File: config.mk
export PLATFORM = sky130hd
export DESIGN_NAME = swmm_cell
export DESIGN_NICKNAME = d
export VERILOG_FILES = /design/src/hdl/swmm_pkg.sv /design/src/hdl/swmm_cell.sv
export SDC_FILE = /design/constraint.sdc
export NUM_CORES = 1
export LEC_CHECK = 0
export ABC_AREA = 1
export BUFFER_PORTS_ARGS = -buffer_cell sky130_fd_sc_hd__buf_2
export CELL_PAD_IN_SITES_DETAIL_PLACEMENT = 2
export CELL_PAD_IN_SITES_GLOBAL_PLACEMENT = 2
export CORE_MARGIN = 10
export CORE_UTILIZATION = 26
export CTS_CLUSTER_DIAMETER = 60
export DETAILED_ROUTE_END_ITERATION = 6
export PLACE_DENSITY_LB_ADDON = 0.25
export SLEW_MARGIN = 15
export SYNTH_ARGS = -nofsm -noshare
export SYNTH_HDL_FRONTEND = slang
export SYNTH_SLANG_ARGS = --single-unit
export TNS_END_PERCENT = 50
File: constraint.sdc
create_clock -name clk -period 1.35 [get_ports clk]
set_input_delay 0.27 -clock clk [delete_from_list [all_inputs] [get_ports clk]]
set_output_delay 0.27 -clock clk [all_outputs]
set_load 0.02 [all_outputs]
File: src/hdl/swmm_pkg.sv
// ----------------------------------------------------------------------------
// swmm_pkg
// Shared constants, types and helpers of the sliding window min/max/mean.
// ----------------------------------------------------------------------------
package swmm_pkg;

    localparam int DATA_W    = 32;
    localparam int MODE_W    = 2;
    localparam int CFG_W     = 7;
    localparam int DEPTH_DEF = 64;
    localparam logic [CFG_W-1:0] LEN_RESET = 7'd64;

    localparam logic [MODE_W-1:0] MODE_ABS  = 2'd0;
    localparam logic [MODE_W-1:0] MODE_INC  = 2'd1;
    localparam logic [MODE_W-1:0] MODE_FILL = 2'd2;
    localparam logic [MODE_W-1:0] MODE_HOLD = 2'd3;

    typedef logic signed [DATA_W-1:0] sample_t;

    // values that travel with the window sum into the divider
    typedef struct packed {
        sample_t stored;
        sample_t win_lo;
        sample_t win_hi;
    } swmm_ext_t;

    function automatic sample_t sat_add(input sample_t a, input sample_t b);
        logic signed [DATA_W:0] s;
        sample_t r;
        s = {a[DATA_W-1], a} + {b[DATA_W-1], b};
        if (s[DATA_W] != s[DATA_W-1])
        begin
            r = s[DATA_W] ? {1'b1, {(DATA_W-1){1'b0}}} : {1'b0, {(DATA_W-1){1'b1}}};
        end
        else
        begin
            r = s[DATA_W-1:0];
        end
        return r;
    endfunction

endpackage

File: src/hdl/swmm_cell.sv
// ----------------------------------------------------------------------------
// swmm_cell
// One sample slot of the rotating ring; takes its neighbor's value on shift.
// ----------------------------------------------------------------------------
module swmm_cell (
    input  logic              clk,
    input  logic              rst_n,
    input  logic              shift_en,
    input  swmm_pkg::sample_t shift_in,
    output swmm_pkg::sample_t data_out
);

    swmm_pkg::sample_t data_reg;
    swmm_pkg::sample_t data_next;

    always_comb
    begin
        data_next = shift_en ? shift_in : data_reg;
    end

    always_ff @(posedge clk or negedge rst_n)
    begin
        if (!rst_n)
        begin
            data_reg <= '0;
        end
        else
        begin
            data_reg <= data_next;
        end
    end

    assign data_out = data_reg;

endmodule

# Yosys cells after proc, flatten, opt, wreduce, memory -nomap -nowiden
# Index checks and enable logic that the tools add are counted.
[totals] mem_bits_ro=0 elab_cells=1 memories=0 ff_bits=32 ramBits=0 latch_bits=0
[op_classes] n_div=0 shifts=0 n_bitwise=0 add_sub_neg=0 mul=0 eq_ne=0 reduce_logical=0 n_mux=0 order_cmp=0

# Depth between registers and ports, before layout
[depth] word_depth=0 depth_mapped=5 depth_no_buf=3

# Worst setup path after synthesis
# No wires, ideal clock.
[synth_path] kind="input port to flip-flop" startpoint="in shift_en" endpoint="reg data_reg[0], in the netlist data_out[0]" required_time_ps=1233 stages=5 n_path_buf=2 arrival_ps=639 slack_ps=595 cell_sequence="buf_6 inv_8 buf_12 nand2_2 nand2_1"
[synth_lines] item="start: declaration" line="swmm_cell.sv:8" source="input logic shift_en,"
[synth_lines] item="end signal: assignment" line="swmm_cell.sv:29" source="data_reg <= data_next;"
[synth_lines] item="end: declaration" line="swmm_cell.sv:13" source="swmm_pkg::sample_t data_reg;"

# Final worst setup path
[layout_path] startpoint="reg data_reg[19], in the netlist data_out[19]" endpoint="out data_out[19]"
[layout_lines] item="end: declaration" line="swmm_cell.sv:10" source="output swmm_pkg::sample_t data_out"
# No word-level cell between the ends.

==> run metrics <==
Setup violations, final 0; number of I/O port buffers 66; hold crit path type in2reg; # H-tree levels 2; largest net degree at the start of global routing 33; die area 0.00819 sq mm; fin. max-slew vios 0; final instance area 0.00175 sq mm; first drt pass iteration count 3; Die Y 90.5 um; CP Cell Sequence buf_2; Inserted Diodes 0; final number of hold-violating endpoints 0; GRT Util Overall 0.107; number of global-route vias before repair ~1300; DRC Markers 0; RD Place Congestion 0.707; Max Cap Viol 0; first-pass GRT wire length 6930 um; P_sw 0.658 mW; Die Wd 90.5 um; slowest stage delay, CP about 400 ps; Critical Path End Type output pin; Setup TNS Final 0 ps; Final Skew 0 ps; Clock Sinks 32; Max VDD drop 502 uV; GR Util met3 0.0515; fraction of layout cells with a size suffix above 1 0.415; Longest Clk Path Bufs 2; Achievable Freq 896 MHz; Synth Register Bits 32; remaining antenna violation count 0; Via Count 1122; drt via density 4.09; Worst path top cell family by delay flip-flops; R2R Setup Slk approximately 700 ps; Iter 0 DRT Violations 29; CTS root buf clkbuf_8; Post-Syn Instances 136; Synthesis Warnings 0; Worst-Skew Late Latency 280 ps; Worst setup SP type register; total congestion overflow 0; max FFs per register 32; grt peak-use layer met2; routing usage on met1 0.117; clock power share 0.334; register area share after synthesis 0.620; IO Count 67; placed inst area 0.00165 sq mm; Distinct cells, synth 7; initial core utilization 0.270; Syn Nets roughly 170; Core Rows 25; CTS tree built; Wirelength per Cell between 15 and 20 um; combinational share of power 0.184; Clock transition at path regs 60 ps; CP bufs+invs 1; antenna violations before repair 0; HPWL after detailed placement approximately 3300 um; Seq pwr share 0.482; largest fanout on the critical path 2; Layout Area Growth over Synthesis 35.1%; Cell Area, Synth ~0.0013 sq mm; post-layout min period ~1100 ps; slowest CP cell dfrtp_1; Req. time, crit path between 1000 and 1500 ps; Routed WL 4190 um; outcome completed; Avg Synthesized Cell Area 9.50 sq um; CTS buffer count 5; Worst slew margin 0.728; Tcrit/Tclk final 0.827; worst hold slack 188 ps; Setup CP Type reg2out; Leak 1.02 nW; NumNets Final 241; Core Region 0.00479 sq mm; CP Data Arrival Time between 800 and 900 ps; sw frac 0.291; RSZ-0062 raised after global routing no; Int Power ~1.6 mW; pwr dens between 1000 and 1500 mW/mm^2; M2 GR Usage 0.175; Slew @ Worst Pin 407 ps
[path summary, 6_finish.rpt]
kind                              start      endpoint  depth (start not counted)
setup / recovery           data_out[19]  data_out[19]                          1
hold / removal             shift_in[11]  data_out[11]                          3
setup reg to reg           data_out[19]  data_out[19]                          2
hold reg to reg            data_out[20]  data_out[20]                          2
max in group asynchronous         rst_n  data_out[16]                          3
min in group asynchronous         rst_n   data_out[7]                          2
[cells in the mapped netlist (all sizes together)]
master / n / share of area
clkbuf: 3 / 0.032
dfrtp: 32 / 0.62
inv: 1 / 0.0087
buf: 4 / 0.042
nand2: 96 / 0.30
[timing repair]
item	in CTS	in global routing
hold buffers	1	0
hold endpoints to repair	15	0
setup buffers	0	0
resized for setup	0	0
[kinds of logic after synthesis]
group	after synthesis	share of synthesized area
flops	32	0.620
simple gates	96	0.298
buf+inv	8	0.0823
[final cells by class]
class                           count  area (sq um)
Sequential cell                    32           801
Multi-Input combinational cell     96           385
Timing Repair Buffer               70           375
Inverter                            1          11.3
Tap cell                           67          83.8
Clock buffer                        8          90.1
Fill cell                         558          3040
[cells in the final DEF, fill, tap and decap left out]
master         count
buf_12             1
buf_2             66
buf_4              2
clkbuf_1           2
clkbuf_8           6
dfrtp_1           32
dlygate4sd3_1      1
inv_8              1
nand2_1           86
nand2_2           10
[power by group through the flow]
stage / registers [mW] / clock network [mW] / logic, mW
global placement: 1.11 / 0 / 0.411
global route: 1.10 / 0.848 / 0.466
floorplan: 1.22 / 0 / 0.129
CTS: 1.09 / 0.792 / 0.432
finish: 1.09 / 0.756 / 0.416
detailed placement: 1.11 / 0 / 0.428
[routing by layer]
metal  part of all wire  routed length, um  vias up
met4              0.015                 63        0
met2               0.49               2060       42
met3              0.093                389        6
li1                   -                  -      541
met5                  0                  0        -
met1               0.40               1680      533
[stage by stage]
step	setup WS, ps	std cells	power [mW]	util
finish	234	274	2.26	0.365
global route	189	274	2.42	0.365
CTS	209	274	2.32	0.365
detailed placement	293	265	1.54	0.344
global placement	399	265	1.52	0.344
floorplan	595	136	1.35	-
Power figures use the tool's default switching activity.
