===== config.mk =====
export PLATFORM = sky130hd
export DESIGN_NAME = swmm_div_flat
export DESIGN_NICKNAME = d
export VERILOG_FILES = /design/src/hdl/swmm_pkg.sv /design/src/hdl/swmm_if.sv /design/src/hdl/swmm_div.sv /design/src/flat_wrapper.sv
export SDC_FILE = /design/constraint.sdc
export NUM_CORES = 1
export LEC_CHECK = 0
export BUFFER_PORTS_ARGS = -buffer_cell sky130_fd_sc_hd__buf_2
export CAP_MARGIN = 15
export CELL_PAD_IN_SITES_DETAIL_PLACEMENT = 2
export CELL_PAD_IN_SITES_GLOBAL_PLACEMENT = 2
export CORE_MARGIN = 5
export CORE_UTILIZATION = 40
export CTS_CLUSTER_SIZE = 24
export DETAILED_ROUTE_END_ITERATION = 8
export PLACE_DENSITY_LB_ADDON = 0.1
export RECOVER_POWER = 100
export SLEW_MARGIN = 0
export SYNTH_ARGS = -nofsm -noshare
export SYNTH_HDL_FRONTEND = slang
export SYNTH_SLANG_ARGS = --single-unit
export TNS_END_PERCENT = 50

===== constraint.sdc =====
create_clock -name clk -period 14.5 [get_ports clk]
set_input_delay 1.45 -clock clk [delete_from_list [all_inputs] [get_ports clk]]
set_output_delay 1.45 -clock clk [all_outputs]
set_load 0.005 [all_outputs]

===== src/hdl/swmm_pkg.sv =====
// ----------------------------------------------------------------------------
// swmm_pkg
// Shared constants, types and helpers of the sliding window min/max/mean.
// ----------------------------------------------------------------------------
package swmm_pkg;

    localparam int DATA_W    = 32;
    localparam int MODE_W    = 2;
    localparam int CFG_W     = 7;
    localparam int DEPTH_DEF = 64;
    localparam logic [CFG_W-1:0] LEN_RESET = 7'd64;

    localparam logic [MODE_W-1:0] MODE_ABS  = 2'd0;
    localparam logic [MODE_W-1:0] MODE_INC  = 2'd1;
    localparam logic [MODE_W-1:0] MODE_FILL = 2'd2;
    localparam logic [MODE_W-1:0] MODE_HOLD = 2'd3;

    typedef logic signed [DATA_W-1:0] sample_t;

    // values that travel with the window sum into the divider
    typedef struct packed {
        sample_t stored;
        sample_t win_lo;
        sample_t win_hi;
    } swmm_ext_t;

    function automatic sample_t sat_add(input sample_t a, input sample_t b);
        logic signed [DATA_W:0] s;
        sample_t r;
        s = {a[DATA_W-1], a} + {b[DATA_W-1], b};
        if (s[DATA_W] != s[DATA_W-1])
        begin
            r = s[DATA_W] ? {1'b1, {(DATA_W-1){1'b0}}} : {1'b0, {(DATA_W-1){1'b1}}};
        end
        else
        begin
            r = s[DATA_W-1:0];
        end
        return r;
    endfunction

endpackage


===== src/hdl/swmm_if.sv =====


interface swmm_out_if;
    logic                                valid;
    logic                                ready;
    logic signed [swmm_pkg::DATA_W-1:0]  stored_value;
    logic signed [swmm_pkg::DATA_W-1:0]  window_min;
    logic signed [swmm_pkg::DATA_W-1:0]  window_max;
    logic signed [swmm_pkg::DATA_W-1:0]  window_mean;

    modport source (output valid, output stored_value, output window_min,
                    output window_max, output window_mean, input ready);
    modport sink   (input valid, input stored_value, input window_min,
                    input window_max, input window_mean, output ready);
endinterface


===== src/hdl/swmm_div.sv =====
// ----------------------------------------------------------------------------
// swmm_div
// Bit-serial signed divide of the window sum by the window length, plus the
// result register that drives the output channel.
// ----------------------------------------------------------------------------
module swmm_div #(
    parameter int SUM_W = 38,
    parameter int LEN_W = 7
) (
    input  logic                    clk,
    input  logic                    rst_n,
    input  logic                    load_valid,
    output logic                    load_ready,
    input  swmm_pkg::swmm_ext_t     load_ext,
    input  logic signed [SUM_W-1:0] load_sum,
    input  logic [LEN_W-1:0]        load_len,
    swmm_out_if.source              results
);

    localparam int CNT_W = $clog2(SUM_W + 1);

    logic                busy_reg, busy_next;
    logic                done_reg, done_next;
    logic [CNT_W-1:0]    cnt_reg, cnt_next;
    logic [SUM_W-1:0]    q_reg, q_next;
    logic [LEN_W-1:0]    rem_reg, rem_next;
    logic [LEN_W-1:0]    d_reg, d_next;
    logic                neg_reg, neg_next;
    swmm_pkg::swmm_ext_t hold_reg, hold_next;
    logic                out_valid_reg, out_valid_next;
    swmm_pkg::swmm_ext_t out_ext_reg, out_ext_next;
    swmm_pkg::sample_t   out_mean_reg, out_mean_next;

    logic [LEN_W:0]      trial;
    logic                ge;
    logic [SUM_W-1:0]    q_signed;
    logic                slot_free;

    assign load_ready = !busy_reg && !done_reg;
    assign slot_free  = !out_valid_reg || results.ready;
    assign trial      = {rem_reg, q_reg[SUM_W-1]};
    assign ge         = trial >= {1'b0, d_reg};
    // truncation toward zero: divide magnitudes, then restore the sign
    assign q_signed   = neg_reg ? (~q_reg + SUM_W'(1)) : q_reg;

    always_comb
    begin
        busy_next      = busy_reg;
        done_next      = done_reg;
        cnt_next       = cnt_reg;
        q_next         = q_reg;
        rem_next       = rem_reg;
        d_next         = d_reg;
        neg_next       = neg_reg;
        hold_next      = hold_reg;
        out_valid_next = out_valid_reg;
        out_ext_next   = out_ext_reg;
        out_mean_next  = out_mean_reg;

        if (out_valid_reg && results.ready)
        begin
            out_valid_next = 1'b0;
        end

        if (load_valid && load_ready)
        begin
            busy_next = 1'b1;
            cnt_next  = '0;
            q_next    = load_sum[SUM_W-1] ? (~load_sum + SUM_W'(1)) : load_sum;
            rem_next  = '0;
            d_next    = load_len;
            neg_next  = load_sum[SUM_W-1];
            hold_next = load_ext;
        end
        else if (busy_reg)
        begin
            q_next   = {q_reg[SUM_W-2:0], ge};
            rem_next = ge ? LEN_W'(trial - {1'b0, d_reg}) : trial[LEN_W-1:0];
            cnt_next = cnt_reg + CNT_W'(1);
            if (cnt_reg == CNT_W'(SUM_W - 1))
            begin
                busy_next = 1'b0;
                done_next = 1'b1;
            end
        end
        else if (done_reg && slot_free)
        begin
            done_next      = 1'b0;
            out_valid_next = 1'b1;
            out_ext_next   = hold_reg;
            out_mean_next  = q_signed[swmm_pkg::DATA_W-1:0];
        end
    end

    always_ff @(posedge clk or negedge rst_n)
    begin
        if (!rst_n)
        begin
            busy_reg      <= 1'b0;
            done_reg      <= 1'b0;
            cnt_reg       <= '0;
            out_valid_reg <= 1'b0;
        end
        else
        begin
            busy_reg      <= busy_next;
            done_reg      <= done_next;
            cnt_reg       <= cnt_next;
            out_valid_reg <= out_valid_next;
        end
    end

    always_ff @(posedge clk)
    begin
        q_reg        <= q_next;
        rem_reg      <= rem_next;
        d_reg        <= d_next;
        neg_reg      <= neg_next;
        hold_reg     <= hold_next;
        out_ext_reg  <= out_ext_next;
        out_mean_reg <= out_mean_next;
    end

    assign results.valid        = out_valid_reg;
    assign results.stored_value = out_ext_reg.stored;
    assign results.window_min   = out_ext_reg.win_lo;
    assign results.window_max   = out_ext_reg.win_hi;
    assign results.window_mean  = out_mean_reg;

endmodule


===== src/flat_wrapper.sv =====
// flat-port wrapper written by rule: the top's interface ports become plain ports
module swmm_div_flat 
#(
    parameter int SUM_W = 38,
    parameter int LEN_W = 7
)
  (clk, rst_n, load_valid, load_ready, load_ext, load_sum, load_len, results_valid, results_stored_value, results_window_min, results_window_max, results_window_mean, results_ready);
  swmm_out_if results_i ();
  input  logic clk;
  input  logic rst_n;
  input  logic load_valid;
  output logic load_ready;
  input  swmm_pkg::swmm_ext_t load_ext;
  input  logic signed [SUM_W-1:0] load_sum;
  input  logic [LEN_W-1:0] load_len;
  output wire logic [$bits(results_i.valid)-1:0] results_valid;
  output wire logic [$bits(results_i.stored_value)-1:0] results_stored_value;
  output wire logic [$bits(results_i.window_min)-1:0] results_window_min;
  output wire logic [$bits(results_i.window_max)-1:0] results_window_max;
  output wire logic [$bits(results_i.window_mean)-1:0] results_window_mean;
  input wire logic [$bits(results_i.ready)-1:0] results_ready;
  assign results_valid = results_i.valid;
  assign results_stored_value = results_i.stored_value;
  assign results_window_min = results_i.window_min;
  assign results_window_max = results_i.window_max;
  assign results_window_mean = results_i.window_mean;
  assign results_i.ready = results_ready;
  swmm_div #(.SUM_W(SUM_W), .LEN_W(LEN_W)) u_core (.clk(clk), .rst_n(rst_n), .load_valid(load_valid), .load_ready(load_ready), .load_ext(load_ext), .load_sum(load_sum), .load_len(load_len), .results(results_i));
endmodule

# Word-level counts from Yosys, hierarchy flattened
# Cells that the tools add are included.
word_totals:
  register_bits: 286
  latch_bits: 0
  ramBits: 0
  mem_bits_ro: 0
  inputBits: 145
  out_inout_bits: 130
  elab_cells: 55
  memories: 0
classes:
  addsub: 4
  n_mul: 0
  div_mod_pow: 0
  magnitude_cmp: 1
  eq_ne: 2
  shift: 0
  mux: 17
  n_bitwise: 4
  reduce_logical: 12
op_table:
  columns: ["operator", "n"]
  rows:
  - ["$mux 38", 3]
  - ["$add 38x2->38 const B", 1]
  - ["$not 38->38", 1]
  - ["$add 32x1->32 const B", 1]
  - ["$mux 32", 1]
  - ["$not 32->32", 1]
  - ["$mux 6", 2]
  - ["$mux 1", 10]
  - ["$ge 8x7->1", 1]
  - ["$mux 7", 1]
  - ["$sub 7x7->7", 1]
  - ["$add 6x1->6 const B", 1]
  - ["$eq 6x6->1 const B", 1]
  - ["$reduce_and 3->1", 2]
  - ["$logic_and 1x1->1", 4]
  - ["$reduce_bool 2->1", 2]
  - ["$logic_not 1->1", 3]
  - ["$ne 2x2->1 const B", 1]
  - ["$not 1->1", 2]
  - ["$logic_or 1x1->1", 1]

# Longest topological paths before layout
# Gate-level depths: netlist (run 1).
depth:
  depth_word: 6
  mapped_depth: 8
  ltp_nobuf: 8

# Worst setup path after synthesis (run 1)
# No wires, ideal clock.
synth_timing:
  path_kind: "input-to-reg"
  from: "input results_ready"
  to: "register u_core.out_ext_reg (netlist bit u_core.results.stored_value[0]), enable pin"
  setup_ns: 0.616
  t_arrival_ns: 6.825
  t_required_ns: 13.884
  path_slack_ns: 7.059
  stages: 2
  path_buffers: 0
  path_cell_list: "nor2b_1 nor2_1"
synth_between:
  elab_chain_cells: 3
synth_lines:
  columns: ["item", "line_no", "text"]
  rows:
  - ["start: declaration", "flat_wrapper.sv:21", "input wire logic [$bits(results_i.ready)-1:0] results_ready;"]
  - ["$logic_or 1x1->1", "swmm_div.sv:40", "assign slot_free = !out_valid_reg || results.ready;"]
  - ["$logic_and 1x1->1", "swmm_div.sv:86", "else if (done_reg && slot_free)"]
  - ["$reduce_and 3->1 (no source line)", null, null]
  - ["end signal: assignment", "swmm_div.sv:120", "out_ext_reg <= out_ext_next;"]
  - ["end: declaration", "swmm_div.sv:31", "swmm_pkg::swmm_ext_t out_ext_reg, out_ext_next;"]
# Every way passes these cells.
# A chain may end at the register's enable or synchronous reset.

# Worst setup path in the final report (run 1)
layout_timing:
  from: "input load_valid"
  to: "register u_core.cnt_reg[4]"
layout_between:
  elab_chain_cells: 2
layout_lines:
  columns: ["item", "line_no", "text"]
  rows:
  - ["start: declaration", "flat_wrapper.sv:11", "input logic load_valid;"]
  - ["$logic_and 1x1->1 (*)", "swmm_div.sv:65", "if (load_valid && load_ready)"]
  - ["$mux 6 or $reduce_bool 2->1 (tied branches)", null, null]
  - ["end signal: assignment", "swmm_div.sv:108", "cnt_reg <= cnt_next;"]
  - ["end: declaration", "swmm_div.sv:24", "logic [CNT_W-1:0] cnt_reg, cnt_next;"]
# Mark *: on every way between the ends. The rest lies on a longest branch, timed or not.

==> impl_metrics.csv, run 1 <==
group,metric,value,unit
outcome,outcome,"finished with violations",
outcome,violations,"capacitance limit, slew limit",
placed_design,dpl.hpwl,25400,um
sta,rsz0062_at_grt,"no",
clocking,cts_sinks,286,
floorplanning,die_h,177,um
drt,drtIter0Drc,439,
final_layout,nets,1139,
global_routing,grt.busiest_layer,"met2",
logic_synthesis,synth-seq-area-share,0.764,
final_layout,fillers,2749,
placed_design,place.gp.congestion,0.760,
critical_path,critical-path-max-stage-delay,3020,ps
global_routing,grt_pass1_wl,52800,um
floorplanning,coreArea,27600,um2
clocking,numCtsBuffers,31,
sta,hold_viol,0,
final_layout,syn_to_final_growth,23.8,%
sta,relSlewSlack,-1.77,
drt,vias_per_cell,5.09,
global_routing,grt_use_total,0.226,
power_and_ir_drop,p_leak,4.84,nW
clocking,cts_root_buf,"clkbuf_16",
placed_design,io_buffers,274,
floorplanning,dieArea,31200,um2
floorplanning,start_util,0.403,
logic_synthesis,synth_seq_cells,286,
critical_path,worstPathMaxFanout,72,
clocking,cts_tree,"built",
global_routing,met3_usage,0.0709,
worst_hold_path,hold_depth,0,
floorplanning,die_width,177,um
worst_hold_path,min_path_type,"reg2reg",
power_and_ir_drop,power.density,171,nW/um2
drt,drc,0,
logic_synthesis,syn_area_per_cell,16.1,um2
logic_synthesis,synth_area,11100,um2
clocking,cts.clk_slew.worst_paths,60,ps
critical_path,start_kind,"input pin",
critical_path,worstSetupEndpointType,"register",
final_layout,final_common_cell,"edfxtp_1",
final_layout,drive_gt1_frac,0.185,
drt,wl,36000,um
final_layout,final_core_util,0.498,
logic_synthesis,synth_cell_type_count,51,
sta,max_freq,0.134,GHz
global_routing,grtUsageMet2,0.398,
critical_path,crit_required,14970,ps
clocking,cts.path.max_buffers,3,
logic_synthesis,synth_cells,689,
logic_synthesis,synth_warnings,0,
critical_path,cpMaxStageDelayCell,"clkinvlp_2",
logic_synthesis,async_reset_ff_frac,0.0315,
global_routing,grt.overflow.total,0,
clocking,cts_htree_levels,1,
sta,worst_clock_skew,14.1,ps
final_layout,layout_common_cells,"edfxtp_1, clkbuf_1, buf_2, nand2_1, o21ai_0",
global_routing,grt_pass1_vias,7751,
critical_path,cp.arrival,7940,ps
drt,vias,7048,
floorplanning,fp-row-count,61,
logic_synthesis,syn-num-nets,846,
drt,first_pass_iters,4,
logic_synthesis,synth-edff-count,270,
drt,routedWlPerCell,26.0,um
global_routing,grtUsageMet1,0.279,
clocking,cts_resized,0,
floorplanning,num_io_pins,275,
final_layout,largest_reg_flops,96,
critical_path,r2r_cells,6,
sta,fin_crit,7480,ps
placed_design,place_area,12900,um2
power_and_ir_drop,peakVddDrop,0.0950,mV
critical_path,crit_chain,"clkbuf_1 -> nand2_2 -> clkbuf_1 -> clkinvlp_2 -> buf_4 -> nor2_1",
global_routing,antenna_found_initial,10,
clocking,cts_setup_buffers,0,
global_routing,grt_max_degree,78,
run,maxCapViolCount,6,
sta,setup_violations,0,
sta,holdWs,416,ps
sta,drv_slew,336,
final_layout,fin_area,13700,um2
critical_path,cpMostUsedCell,"clkbuf_1",
sta,worst_slew_pin_slew,4150,ps
clocking,ctsHoldBuffers,0,
logic_synthesis,synth_ff_type,"edfxtp_1",
drt,drtAntennaViolNets,0,
critical_path,critPathKind,"in2reg",
sta,min_period_over_period,0.516,
sta,fin_tns_setup,0,ps
clocking,clk_latency,570,ps
## worst max-delay path: cells and delay by family
kind | cells | cell delay [ps]
buffers and inverters | 4 | 6100
AND/OR/NAND/NOR | 2 | 340
## area by class of cell
type | instances | area, um2 | share of cell area
sequential | 286 | 8470 | 0.617
multi-input combinational | 363 | 2460 | 0.179
timing repair buffer | 280 | 1220 | 0.0887
clock buffer | 39 | 816 | 0.0594
tap | 378 | 473 | 0.0345
clock inverter | 15 | 209 | 0.0152
inverter | 20 | 76.3 | 0.00556
antenna | 3 | 7.51 | 0.000547
## worst paths after layout
kind / from / endpoint / slack (ps)
setup / recovery: load_valid / u_core.cnt_reg[4] / 7020
hold / removal: u_core.hold_reg[23] / u_core.results.window_max[23] / 420
setup reg to reg: u_core.busy_reg / u_core.cnt_reg[4] / 7160
hold reg to reg: u_core.hold_reg[23] / u_core.results.window_max[23] / 420
max in group asynchronous: rst_n / u_core.cnt_reg[4] / 13230
min in group asynchronous: rst_n / u_core.cnt_reg[0] / 870
## metrics by stage
stage	power, W	std cells	setup WS, ps
floorplan	0.00139	689	7060
global placement	0.00151	1327	10390
detailed placement	0.00154	1327	10270
CTS	0.00238	1381	10870
global route	0.00246	1381	6240
finish	0.00234	1384	7020
## power breakdown
group,switching [W],internal (W)
Sequential,0.000103,0.00106
Clock,0.000327,0.000484
Combinational,0.000215,0.000151
Total,0.000646,0.00170
## per-layer routing
| layer | up-vias | share of wire |
|---|---|---|
| met2 | 255 | 0.50 |
| met1 | 3523 | 0.40 |
| li1 | 3209 | - |
| met5 | - | 0.0023 |
| met3 | 49 | 0.082 |
| met4 | 12 | 0.016 |
## logic make-up after synthesis
logic type	after synthesis	share of synthesized area
flip-flops	286	0.764
AND/OR/NAND/NOR	154	0.0696
AO/OA/AOI/OAI	118	0.0746
XOR/XNOR	71	0.0561
buffers and inverters	40	0.0145
adder cells (fa/ha/maj)	12	0.0142
multiplexers	8	0.00722
## synthesized netlist by cell type (3+ instances only)
| cell | instances | area share |
|---|---|---|
| nand2_1 | 71 | 0.024 |
| inv_1 | 20 | 0.0068 |
| ha_1 | 11 | 0.012 |
| o21ai_0 | 55 | 0.025 |
| nand4b_1 | 5 | 0.0039 |
| nor2_1 | 16 | 0.0054 |
| or2_2 | 4 | 0.0023 |
| o21ai_1 | 6 | 0.0027 |
| or4_1 | 6 | 0.0041 |
| xnor2_1 | 34 | 0.027 |
| edfxtp_1 | 270 | 0.73 |
| o22ai_1 | 3 | 0.0017 |
| clkbuf_1 | 14 | 0.0047 |
| nor4_1 | 7 | 0.0039 |
| o41ai_1 | 10 | 0.0079 |
| nand3_1 | 5 | 0.0023 |
| o31ai_4 | 3 | 0.0058 |
| mux2i_1 | 8 | 0.0072 |
| a21oi_1 | 6 | 0.0027 |
| o31ai_1 | 21 | 0.014 |
| xor2_1 | 37 | 0.029 |
| dfrtp_1 | 9 | 0.020 |
| dfxtp_1 | 7 | 0.013 |
| buf_2 | 3 | 0.0014 |
| or3_1 | 7 | 0.0039 |
| nand2b_1 | 7 | 0.0039 |
| nor2b_1 | 5 | 0.0028 |
| nor3_1 | 9 | 0.0041 |
Note: power is estimated with default switching activity, not from simulation.
==> run 2: changes to the inputs <==
CORE_UTILIZATION = 37   (was 40)
clock period = 6.9 ns   (was 14.5 ns; I/O delays follow)
==> run 2 against run 1 <==
Effect of this change: the flow still finishes with violations (capacitance limit, slew limit); clock power up 100%; wire length down 1.8%; die area up 7.6%; first-iteration DRC count down 2.1%; final area down 0.50%; clock skew up 14 ps; clock-buffer cell count up 6; critical endpoint is now u_core.results.window_min[17]; largest cell class unchanged; largest power group unchanged; highest routed layer unchanged.
==> impl_metrics.csv, run 2 (same netlist as run 1, synthesis figures left out) <==
group,metric,value,unit
drt,drtAntennaViolNets,0,
drt,vias,7063,
clocking,cts_root_buf,"clkbuf_16",
drt,first_pass_iters,4,
critical_path,cpMaxStageDelayCell,"buf_4",
critical_path,worstPathMaxFanout,72,
global_routing,grt_pass1_vias,7548,
drt,drc,0,
placed_design,pre_cts_slack,3420,ps
global_routing,grt.overflow.total,0,
global_routing,grt_max_degree,73,
sta,worst_clock_skew,28.3,ps
power_and_ir_drop,power.density,352,nW/um2
floorplanning,die_width,183,um
floorplanning,start_util,0.374,
sta,fin_tns_setup,0,ps
final_layout,final_common_cell,"edfxtp_1",
final_layout,largest_reg_flops,96,
clocking,cts_resized,0,
floorplanning,fp-row-count,63,
sta,setup_violations,0,
placed_design,dpl.hpwl,25200,um
run,maxCapViolCount,2,
drt,wl,35400,um
sta,holdWs,284,ps
global_routing,antenna_found_initial,9,
power_and_ir_drop,p_leak,4.82,nW
global_routing,grt_pass1_wl,51400,um
worst_hold_path,min_path_type,"in2reg",
drt,routedWlPerCell,25.3,um
clocking,cts.clk_slew.worst_paths,60,ps
power_and_ir_drop,clockPowerShare,0.336,
outcome,violations,"capacitance limit, slew limit",
sta,max_freq,0.324,GHz
sta,hold_viol,0,
final_layout,drive_gt1_frac,0.191,
sta,drv_slew,78,
placed_design,io_buffers,274,
final_layout,nets,1139,
critical_path,worstSetupEndpointType,"register",
power_and_ir_drop,p_int,0.00346,W
critical_path,start_kind,"register",
outcome,outcome,"finished with violations",
clocking,clk_latency,580,ps
critical_path,cp.arrival,3270,ps
drt,drtIter0Drc,430,
clocking,ctsHoldBuffers,1,
sta,relSlewSlack,-0.460,
power_and_ir_drop,comb_power_share,0.157,
floorplanning,die_h,183,um
power_and_ir_drop,p_switching,0.00135,W
floorplanning,dieArea,33500,um2
sta,fin_crit,3090,ps
power_and_ir_drop,sw_frac_of_total,0.280,
clocking,cts_sinks,286,
power_and_ir_drop,peakVddDrop,0.204,mV
final_layout,syn_to_final_growth,23.1,%
clocking,cts_tree,"built",
placed_design,place.gp.congestion,0.770,
critical_path,critPathKind,"reg2reg",
sta,rsz0062_at_grt,"no",
final_layout,layout_common_cells,"edfxtp_1, clkbuf_1, buf_2, nand2_1, o21ai_0",
clocking,cts_setup_buffers,0,
clocking,numCtsBuffers,31,
floorplanning,coreArea,29600,um2
critical_path,crit_required,7080,ps
critical_path,critical-path-max-stage-delay,900,ps
clocking,cts_htree_levels,1,
drt,vias_per_cell,5.05,
floorplanning,num_io_pins,275,
sta,worst_slew_pin_slew,2190,ps
clocking,cts.path.max_buffers,3,
power_and_ir_drop,seqPwrFrac,0.507,
sta,min_period_over_period,0.448,
sta,fin_ws,3810,ps
critical_path,crit_chain,"inv_1 -> nand2_1 -> nor2_4 -> buf_4 -> buf_4",
critical_path,cpMostUsedCell,"buf_4",
global_routing,grt_use_total,0.203,
[run 2: path summary, 6_finish.rpt]
| kind | startpoint | end | slack (ps) | cells after the start |
|---|---|---|---|---|
| setup / recovery | u_core.busy_reg | u_core.results.window_min[17] | 3810 | 5 |
| hold / removal | load_ext[35] | u_core.hold_reg[35] | 280 | 1 |
| max in group asynchronous | rst_n | u_core.done_reg | 5880 | 2 |
| hold reg to reg | u_core.hold_reg[48] | u_core.results.window_min[16] | 410 | 0 |
| min in group asynchronous | rst_n | u_core.cnt_reg[2] | 660 | 2 |
| setup reg to reg | u_core.busy_reg | u_core.results.window_min[17] | 3810 | 5 |
[run 2: area by class of cell]
type                    instances  area, um2
fillers                      2986      16000
flip-flops and latches        286       8470
multi-input cells             363       2400
repair buffers                280       1240
clock buffers                  45        838
well taps                     390        488
clock inverters                13        131
inverters                      20       77.6
diodes                          1       2.50
[run 2: power groups by stage]
stage / Clock (W) / Combinational [W] / Sequential [W]
after floorplan: 0 / 0.000531 / 0.00239
final: 0.00162 / 0.000756 / 0.00244
after global routing: 0.00174 / 0.000850 / 0.00247
after global placement: 0 / 0.000733 / 0.00245
after detailed placement: 0 / 0.000775 / 0.00247
after CTS: 0.00167 / 0.000787 / 0.00244
[run 2: metrics by stage]
step	std cells	area [um2]	total power, W	util
floorplan	689	11100	0.00292	-
global placement	1338	12900	0.00318	0.436
detailed placement	1338	12900	0.00325	0.436
CTS	1397	13900	0.00489	0.469
global route	1397	13700	0.00506	0.461
finish	1398	13700	0.00481	0.461
[run 2: worst max-delay path, delay by kind of cell (launching register included)]
| kind | cells | cell delay, ps |
|---|---|---|
| buffers and inverters | 3 | 1780 |
| DFF | 1 | 540 |
| and+or+nand+nor | 2 | 260 |
[run 2: routing by layer]
layer,vias to the layer above,GRT usage,part of all wire
met2,240,0.356,0.50
met4,16,0.0355,0.015
li1,3209,-,-
met1,3543,0.257,0.41
met3,55,0.0557,0.075
met5,-,0,0.0030
==> run 3: changes to the inputs <==
CORE_UTILIZATION = 33   (was 37)
clock period = 2.8 ns   (was 6.9 ns; I/O delays follow)
==> run 3 against run 2 <==
Effect of this change: the run still ends with capacitance limit, slew limit left; cell count is 13% higher; critical endpoint is now u_core.results.window_mean[24]; die area is 11% higher; largest cell class unchanged; non-clock buffer count is 122 higher.
==> impl_metrics.csv, run 3 (same netlist as run 1, synthesis figures left out) <==
group,metric,value,unit
run,maxCapViolCount,1,
critical_path,crit_family,"simple AND/OR/NAND/NOR gates",
clocking,numCtsBuffers,34,
critical_path,worstSetupEndpointType,"register",
clocking,cts.path.max_buffers,3,
sta,hold_viol,0,
power_and_ir_drop,comb_power_share,0.165,
power_and_ir_drop,peakVddDrop,0.370,mV
outcome,outcome,"finished with violations",
placed_design,place.gp.congestion,0.740,
sta,fin_tns_setup,0,ps
final_layout,register_area,8470,um2
floorplanning,start_util,0.332,
critical_path,cpMaxStageDelayCell,"or3b_2",
sta,worst_slew_pin_slew,1540,ps
global_routing,grt_use_total,0.191,
power_and_ir_drop,seqPwrFrac,0.491,
drt,wl_met3,1990,um
critical_path,worstPathMaxFanout,6,
final_layout,syn_to_final_growth,35.0,%
final_layout,fin_area,15000,um2
final_layout,final_common_cell,"edfxtp_1",
clocking,cts.clk_slew.worst_paths,60,ps
power_and_ir_drop,power.density,813,nW/um2
global_routing,antenna_found_initial,0,
global_routing,grt_max_degree,72,
global_routing,grt.overflow.total,0,
power_and_ir_drop,p_leak,5.33,nW
drt,drtAntennaViolNets,0,
drt,first_pass_iters,5,
floorplanning,coreArea,33400,um2
sta,max_freq,0.393,GHz
drt,routedWlPerCell,23.3,um
clocking,cts_htree_levels,2,
floorplanning,die_width,193,um
final_layout,multi_input_area,2470,um2
critical_path,crit_buf_inv,1,
global_routing,grt_pass1_vias,8193,
critical_path,start_kind,"register",
drt,highest_layer,"met4",
clocking,clk_latency,510,ps
sta,fin_crit,2540,ps
sta,worst_clock_skew,17.6,ps
floorplanning,num_io_pins,275,
sta,relSlewSlack,-0.0244,
clocking,cts_root_buf,"clkbuf_16",
drt,wl_met1,16300,um
placed_design,dpl.hpwl,24500,um
worst_hold_path,min_path_type,"in2reg",
critical_path,crit_chain,"inv_1 -> ha_1 -> or3b_2 -> nor4_2 -> nand3_1 -> o41ai_1 -> xnor2_1",
drt,wl,36800,um
clocking,cts_tree,"built",
clocking,cts_sinks,286,
floorplanning,dieArea,37400,um2
floorplanning,die_h,193,um
drt,wl_met2,17900,um
critical_path,critPathKind,"reg2reg",
drt,vias,7429,
critical_path,critical-path-max-stage-delay,490,ps
drt,drtIter0Drc,330,
sta,drv_slew,35,
power_and_ir_drop,p_int,0.00879,W
final_layout,n_antenna_cell,0,
power_and_ir_drop,sw_frac_of_total,0.278,
final_layout,drive_gt1_frac,0.172,
power_and_ir_drop,clockPowerShare,0.344,
critical_path,crit_required,3040,ps
outcome,violations,"capacitance limit, slew limit",
sta,min_period_over_period,0.908,
drt,vias_per_cell,4.70,
final_layout,largest_reg_flops,96,
sta,holdWs,111,ps
global_routing,grt_pass1_wl,55400,um
clocking,cts_resized,0,
critical_path,cp.arrival,2780,ps
placed_design,io_buffers,274,
sta,rsz0062_at_grt,"no",
final_layout,nets,1264,
final_layout,layout_common_cells,"edfxtp_1, clkbuf_1, buf_2, dlygate4sd3_1, nand2_1",
drt,drc,0,
power_and_ir_drop,p_switching,0.00338,W
floorplanning,fp-row-count,67,
final_layout,fillers,3465,
placed_design,place_area,13200,um2
sta,setup_violations,0,
==> run 3: worst reg2reg max path, cell delays in order, from the launching register on <==
cell and delay (ps):
edfxtp_1 410, inv_1 120, ha_1 160, or3b_2 490, nor4_2 320, nand3_1 290
o41ai_1 380, xnor2_1 120
==> run 3: final timing paths <==
path / startpoint / slack [ps] / end / cells past startpoint
setup reg to reg: u_core.q_reg[1] / 260 / u_core.results.window_mean[24] / 7
min in group asynchronous: rst_n / 280 / u_core.cnt_reg[4] / 2
max in group asynchronous: rst_n / 2150 / u_core.cnt_reg[0] / 2
hold reg to reg: u_core.hold_reg[58] / 410 / u_core.results.window_min[26] / 0
hold / removal: results_ready / 110 / u_core.done_reg / 4
setup / recovery: u_core.q_reg[1] / 260 / u_core.results.window_mean[24] / 7
==> run 3: through the flow <==
stage                     power [W]  cells  setup slack, ps  utilization
after floorplan             0.00720    689             -193            -
after global placement      0.00791   1415              279        0.397
after detailed placement    0.00803   1415              174        0.397
after CTS                    0.0123   1580              153        0.459
after global routing         0.0128   1580             92.8        0.449
final                        0.0122   1580              257        0.449
==> run 3: what timing repair did <==
item	CTS	global route
endpoints found under the hold margin	112	0
buffers inserted	0	0
hold buffers	104	0
==> run 3: layout make-up <==
cell class | instances | area share
Clock buffer | 47 | 0.0615
Clock inverter | 14 | 0.00777
Inverter | 20 | 0.00526
Multi-Input combinational cell | 363 | 0.165
Sequential cell | 286 | 0.566
Tap cell | 448 | 0.0374
Timing Repair Buffer | 402 | 0.157
==> run 3: power by group through the flow <==
stage	Sequential [W]	Combinational, W	Clock, W
floorplan	0.00588	0.00132	0
global placement	0.00602	0.00190	0
detailed placement	0.00606	0.00197	0
CTS	0.00597	0.00210	0.00425
global route	0.00605	0.00226	0.00453
finish	0.00598	0.00200	0.00419
==> run 3: routing by layer <==
metal,global-route usage,vias to the layer above
met2,0.322,231
met1,0.255,3691
met3,0.0464,45
li1,-,3462
met4,0.0401,0
met5,0,-
